### src/emsc_pkg.sv
// ----------------------------------------------------------------------------
// emsc_pkg
// Types and constants of the encoder menu setpoint controller.
// ----------------------------------------------------------------------------
package emsc_pkg;

  localparam int unsigned STEP_W = 8;
  localparam int unsigned SP_W   = 12;
  localparam int unsigned MODE_W = 2;
  localparam int unsigned CMD_W  = 3;
  localparam int unsigned IDX_W  = 2;

  localparam logic [STEP_W-1:0] FINE_STEP_RST   = 8'd5;
  localparam logic [STEP_W-1:0] COARSE_STEP_RST = 8'd10;
  localparam logic [SP_W-1:0]   MAX_SP_RST      = 12'd4095;

  // event codes
  typedef enum logic [CMD_W-1:0] {
    CMD_LEFT  = 3'd0,
    CMD_RIGHT = 3'd1,
    CMD_SHORT = 3'd2,
    CMD_LONG  = 3'd3,
    CMD_TEMP  = 3'd4
  } cmd_t;

  // config register indexes
  typedef enum logic [IDX_W-1:0] {
    REG_FINE_STEP   = 2'd0,
    REG_COARSE_STEP = 2'd1,
    REG_MAX_SP      = 2'd2
  } reg_idx_t;

  // mode codes as seen on the port
  localparam logic [MODE_W-1:0] MODE_READOUT = 2'd0;
  localparam logic [MODE_W-1:0] MODE_MENU    = 2'd1;
  localparam logic [MODE_W-1:0] MODE_FAULT   = 2'd2;

  typedef enum logic [2:0] {
    ST_READOUT = 3'b001,
    ST_MENU    = 3'b010,
    ST_FAULT   = 3'b100
  } state_t;

  function automatic logic [MODE_W-1:0] mode_code(input state_t st);
    logic [MODE_W-1:0] code;
    unique case (st)
      ST_MENU:  code = MODE_MENU;
      ST_FAULT: code = MODE_FAULT;
      default:  code = MODE_READOUT;
    endcase
    return code;
  endfunction

endpackage

### src/encoder_menu_setpoint_controller.sv
// ----------------------------------------------------------------------------
// encoder_menu_setpoint_controller
// Encoder event decoder with start/stop menu, step choice, saturating PWM
// setpoint and overtemperature lockout.
// ----------------------------------------------------------------------------
// channel  | dir | handshake            | payload
// ---------+-----+----------------------+------------------------------------
// in       | in  | in_valid / in_stall  | cmd, overheated
// out      | out | out_valid / out_stall| mode, setpoint, drive_value,
//          |     |                      | drive_write, is_stopped, cursor,
//          |     |                      | coarse_mode, is_locked
// cfg      | in  | cfg_valid / cfg_ready| cfg_index, cfg_data
//
// One request per cycle sustained while the output is not stalled; an accepted
// request passes the input register, then the result register (state updated with the result).
// Reset (rst, synchronous) restores modes, flags, setpoint and config values.
// A stalled result holds the output register; the input register is still
// free to take one request, after which in_stall rises.
// cfg_ready is always high.
// ----------------------------------------------------------------------------
module encoder_menu_setpoint_controller
  import emsc_pkg::*;
(
  input  logic              clk,
  input  logic              rst,
  input  logic              in_valid,
  output logic              in_stall,
  input  logic [CMD_W-1:0]  cmd,
  input  logic              overheated,
  output logic              out_valid,
  input  logic              out_stall,
  output logic [MODE_W-1:0] mode,
  output logic [SP_W-1:0]   setpoint,
  output logic [SP_W-1:0]   drive_value,
  output logic              drive_write,
  output logic              is_stopped,
  output logic              cursor,
  output logic              coarse_mode,
  output logic              is_locked,
  input  logic              cfg_valid,
  output logic              cfg_ready,
  input  logic [IDX_W-1:0]  cfg_index,
  input  logic [SP_W-1:0]   cfg_data
);

  logic [STEP_W-1:0] fine_step;
  logic [STEP_W-1:0] coarse_step;
  logic [SP_W-1:0]   max_sp;

  logic              req_valid;
  cmd_t              req_cmd;
  logic              req_hot;

  state_t            state, state_next;
  state_t            ret_state, ret_state_next;
  logic [SP_W-1:0]   sp, sp_next;
  logic              stopped, stopped_next;
  logic              cur, cur_next;
  logic              coarse, coarse_next;
  logic              lock, lock_next;
  logic              wrote;

  logic              advance;
  logic [STEP_W:0]   inc;
  logic [SP_W-1:0]   inc_ext;
  logic [SP_W-1:0]   headroom;

  assign cfg_ready = 1'b1;
  assign advance   = !out_valid || !out_stall;
  assign in_stall  = req_valid && !advance;

  always_ff @(posedge clk) begin
    if (rst) begin
      fine_step   <= FINE_STEP_RST;
      coarse_step <= COARSE_STEP_RST;
      max_sp      <= MAX_SP_RST;
    end else if (cfg_valid && cfg_ready) begin
      unique case (reg_idx_t'(cfg_index))
        REG_FINE_STEP:   fine_step   <= cfg_data[STEP_W-1:0];
        REG_COARSE_STEP: coarse_step <= cfg_data[STEP_W-1:0];
        REG_MAX_SP:      max_sp      <= cfg_data;
        default: ;
      endcase
    end
  end

  // input register
  always_ff @(posedge clk) begin
    if (rst) begin
      req_valid <= 1'b0;
    end else if (!in_stall) begin
      req_valid <= in_valid;
    end
  end

  always_ff @(posedge clk) begin
    if (!in_stall) begin
      req_cmd <= cmd_t'(cmd);
      req_hot <= overheated;
    end
  end

  assign inc      = {1'b0, (coarse ? coarse_step : fine_step)} + {{STEP_W{1'b0}}, 1'b1};
  assign inc_ext  = {{(SP_W-STEP_W-1){1'b0}}, inc};
  assign headroom = max_sp - sp;

  always_comb begin
    state_next     = state;
    ret_state_next = ret_state;
    sp_next        = sp;
    stopped_next   = stopped;
    cur_next       = cur;
    coarse_next    = coarse;
    lock_next      = lock;
    wrote          = 1'b0;
    if (req_cmd == CMD_TEMP) begin
      if (req_hot) begin
        ret_state_next = state;
        state_next     = ST_FAULT;
        lock_next      = 1'b1;
      end else begin
        state_next = ST_READOUT;
        lock_next  = 1'b0;
      end
    end else if (req_cmd <= CMD_LONG && !lock) begin
      unique case (state)
        ST_READOUT: begin
          unique case (req_cmd)
            CMD_LEFT: begin
              if (sp != '0 && !stopped) begin
                sp_next = (sp > inc_ext) ? sp - inc_ext : '0;
                wrote   = 1'b1;
              end
            end
            CMD_RIGHT: begin
              if (sp < max_sp && !stopped) begin
                sp_next = (headroom > inc_ext) ? sp + inc_ext : max_sp;
                wrote   = 1'b1;
              end
            end
            CMD_SHORT: begin
              ret_state_next = state;
              state_next     = ST_MENU;
              cur_next       = 1'b0;
            end
            CMD_LONG: coarse_next = !coarse;
            default: ;
          endcase
        end
        ST_MENU: begin
          unique case (req_cmd)
            CMD_LEFT:  cur_next = 1'b0;
            CMD_RIGHT: cur_next = 1'b1;
            CMD_SHORT: begin
              stopped_next = cur;
              wrote        = 1'b1;
              state_next   = ret_state;
            end
            default: ;
          endcase
        end
        default: ;
      endcase
    end
  end

  // state and result register
  always_ff @(posedge clk) begin
    if (rst) begin
      out_valid <= 1'b0;
      state     <= ST_READOUT;
      ret_state <= ST_READOUT;
      sp        <= '0;
      stopped   <= 1'b0;
      cur       <= 1'b0;
      coarse    <= 1'b0;
      lock      <= 1'b0;
    end else if (advance) begin
      out_valid <= req_valid;
      if (req_valid) begin
        state     <= state_next;
        ret_state <= ret_state_next;
        sp        <= sp_next;
        stopped   <= stopped_next;
        cur       <= cur_next;
        coarse    <= coarse_next;
        lock      <= lock_next;
      end
    end
  end

  always_ff @(posedge clk) begin
    if (advance && req_valid) begin
      mode        <= mode_code(state_next);
      setpoint    <= sp_next;
      drive_value <= stopped_next ? '0 : sp_next;
      drive_write <= wrote;
      is_stopped  <= stopped_next;
      cursor      <= cur_next;
      coarse_mode <= coarse_next;
      is_locked   <= lock_next;
    end
  end

endmodule

### config.mk
export PLATFORM = sky130hd
export DESIGN_NAME = encoder_menu_setpoint_controller
export DESIGN_NICKNAME = d
export VERILOG_FILES = /design/src/emsc_pkg.sv /design/src/encoder_menu_setpoint_controller.sv
export SDC_FILE = /design/constraint.sdc
export NUM_CORES = 1
export LEC_CHECK = 0
export ABC_AREA = 1
export BUFFER_PORTS_ARGS = -buffer_cell sky130_fd_sc_hd__buf_2
export CAP_MARGIN = 20
export CELL_PAD_IN_SITES_DETAIL_PLACEMENT = 1
export CELL_PAD_IN_SITES_GLOBAL_PLACEMENT = 2
export CORE_MARGIN = 4
export CORE_UTILIZATION = 35
export CTS_CLUSTER_DIAMETER = 40
export DETAILED_ROUTE_END_ITERATION = 8
export PLACE_DENSITY = 0.8
export REMOVE_ABC_BUFFERS = 1
export SLEW_MARGIN = 20
export SYNTH_ARGS = -nofsm -noshare
export SYNTH_HDL_FRONTEND = slang
export SYNTH_SLANG_ARGS = --single-unit
### constraint.sdc
create_clock -name clk -period 4.2 [get_ports clk]
set_input_delay 0.42 -clock clk [delete_from_list [all_inputs] [get_ports clk]]
set_output_delay 0.42 -clock clk [all_outputs]
set_load 0.05 [all_outputs]
==> flow_summary_export.csv <==
group,metric,value,unit
outcome,status,"completed",
clocking,cts.sinks,87,
place,dp_hpwl,15.4,mm
floorplanning,initial_core_util,0.361,
detailed_routing,drc,0,
setup_path,start_kind,"flop",
clocking,numCtsBuffers,9,
logic_synthesis,yosysMostFrequentCell,"nand2_1",
detailed_routing,ant_nets,0,
global_routing,grt_pass1_wl,32.2,mm
logic_synthesis,synth_seq_cells,87,
global_routing,grt_use_total,0.202,
sta,worst_pin_slew,0.947,ns
detailed_routing,avgRoutedWirePerCell,17.0,µm
sta,slew_viol_final,0,
logic_synthesis,synth_cells,881,
setup_path,r2r_start,"coarse",
detailed_routing,vias,5777,
detailed_routing,drt_iter0_drc,219,
setup_path,cp_max_fo,10,
power_and_ir_drop,vdd_drop_max,0.184,mV
sta,max_freq,265,MHz
floorplanning,core.rowCount,48,
sta,fin_skew,0.00558,ns
place,post-place-cells,1145,
detailed_routing,wl,19.7,mm
logic_synthesis,synthArstFlopShare,0,
setup_path,critical_path.startpoint,"coarse",
layout,nNetsFinal,998,
floorplanning,die_h,142,µm
logic_synthesis,synth_top_area_frac,0.167,
logic_synthesis,syn_area_per_cell,7.15,µm²
sta,rsz0062_at_grt,"false",
logic_synthesis,yosys-top-cells-area,"edfxtp_1 17%, dfxtp_1 17%, nand2_1 13%",
layout,final_layout_size_suffix_gt1_frac,0.144,
clocking,post_cts_buffers,0,
logic_synthesis,ys_seq_area_frac,0.332,
layout,finalInstanceArea,0.00704,mm²
global_routing,overflow,0,
detailed_routing,viasPerCell,4.98,
floorplanning,fp.dieW,142,µm
logic_synthesis,yosysWarningCount,0,
floorplanning,design.core.area,0.0175,mm²
sta,fin_crit_sh,0.899,
sta,setup_viol,0,
power_and_ir_drop,powerDensity,372,mW/mm²
logic_synthesis,ys.flop_type,"dfxtp_1",
clocking,h-tree-depth,3,
global_routing,grt_max_degree,51,
detailed_routing,dr.pass1.iters,4,
layout,fin_cells,1161,
place,dpl_cell_area,0.00674,mm²
place,numPortBuffers,55,
job,maxCapViolations,0,
sta,max-slew-margin-rel,0.364,
setup_path,cp.required,4.30,ns
logic_synthesis,synthTopCellsByCount,"220 x nand2_1, 127 x inv_1, 70 x a21oi_1",
logic_synthesis,synth_edf_count,35,
logic_synthesis,ys_types,46,
layout,insertedDiodeCount,0,
floorplanning,io_pins,57,
sta,hold_viol_final,0,
worst_hold_path,min_from,"cmd[2]",
clocking,cts.path.max_buffers,2,
setup_path,worst-setup-path-type,"reg2reg",
logic_synthesis,syn_area,0.00630,mm²
setup_path,arrival,3.87,ns
sta,fin_setup_tns,0,ns
clocking,clk_latency,0.35,ns
sta,fin_crit,3.78,ns
place,globalplace.congestion,0.912,
logic_synthesis,yosys.area.top_type,"edfxtp_1",
global_routing,grt_pass1_vias,5958,
clocking,cts_root_buffer,"clkbuf_16",
worst_hold_path,hold_path_class,"in2reg",
floorplanning,die_area,0.0202,mm²
global_routing,antenna_found_initial,0,
power_and_ir_drop,leakagePower,3.51,nW
clocking,cts_tree,"built",
layout,areaGrowthSynthToFinish,11.8,%
setup_path,end_kind,"flop",
clocking,clk_pin_slew_worst_paths,0.07,ns
[state kept, by name, indices dropped and copies added (netlist names), 2 cells and up]
signal       count
drive_value     12
max_sp          12
setpoint        12
sp              12
coarse_step      8
fine_step        8
req_cmd          3
ret_state        3
state            3
mode             2
[what timing repair did]
action / 4_1_cts / 5_1_grt
setup endpoints to repair: 0 / 36
resized for setup: 0 / 9
hold buffers: 0 / 0
[final timing paths]
kind,endpoint,slack [ns],cells after the start
setup / recovery,drive_value[11],0.42,22
hold / removal,req_cmd[2],0.24,1
hold reg to reg,fine_step[0],0.47,2
setup reg to reg,drive_value[11],0.42,22
[per-layer routing]
layer,up-vias,routed length (µm),share of wire,global-route usage
met2,79,9370,0.47,0.343
met3,19,611,0.031,0.0279
li1,2970,-,-,-
met1,2709,9390,0.48,0.270
met5,-,0,0,0
met4,0,354,0.018,0.0510
[power by group]
group / internal (mW) / switching, mW
registers: 0.935 / 0.0365
logic: 0.273 / 0.607
clock network: 0.417 / 0.352
[metrics by stage]
| step | total power, mW | worst slack [ns] | util | hold slack [ns] |
|---|---|---|---|---|
| after floorplan | 1.61 | -0.139 | - | 0.424 |
| after global placement | 1.86 | 0.334 | 0.386 | 0.454 |
| after detailed placement | 1.87 | 0.215 | 0.386 | 0.452 |
| after CTS | 2.64 | 0.182 | 0.401 | 0.234 |
| after global routing | 2.80 | 0.0183 | 0.403 | 0.236 |
| final | 2.62 | 0.424 | 0.403 | 0.245 |
[critical path: stages (launching register included)]
cell and delay (ns):
dfxtp_4 0.42, inv_2 0.07, or2_2 0.26, o21ai_0 0.20
inv_1 0.08, nand2_1 0.15, nor2_1 0.07, xor2_1 0.33
inv_1 0.09, ha_1 0.41, inv_1 0.17, a21oi_1 0.16
nand2_1 0.12, nand3_1 0.10, nand3_1 0.08, nand2_1 0.11
nand2_2 0.11, nand2_1 0.15, inv_4 0.08, a21oi_1 0.14
nand2_1 0.06, nand2_1 0.11, nor2_1 0.06
[cell usage in the layout, fill, tap and decap left out, types with 2 or more instances in the layout]
master and count:
nand2_1 220, inv_1 126, a21oi_1 70, nor2_1 64, buf_2 55, nand3_1 53
dfxtp_1 51, o21ai_0 42, ha_1 40, edfxtp_1 35, nand4_1 22, nand2_2 18
xor2_1 17, nor3_1 14, buf_4 12, nand3_2 10, o211ai_1 9, clkbuf_16 9
xnor2_1 7, o21ai_1 6, inv_2 6, or2_2 4, nor4_1 3, mux2i_1 3
a31oi_1 3, nor2_4 3, fa_1 3, a21oi_2 2, a21o_1 2, nor3_2 2
clkinv_2 2
[cell type report]
type	count	area, µm²
fill	2250	10400
multi-input combinational	633	3530
sequential	87	2100
inverter	133	502
timing repair buffer	67	365
tap	225	282
clock buffer	11	243
clock inverter	5	31.3
[logic make-up (layout without fill, tap and decap cells)]
group	after synthesis	count (layout)	synth area share
xor+xnor	25	25	0.0347
buf+inv	161	216	0.113
mux	3	3	0.00477
simple gates	417	417	0.299
compound gates	143	143	0.125
other cells	1	1	0.000595
flops	87	87	0.332
fa+ha+maj	44	44	0.0909
(Power assumes the default switching activity.)
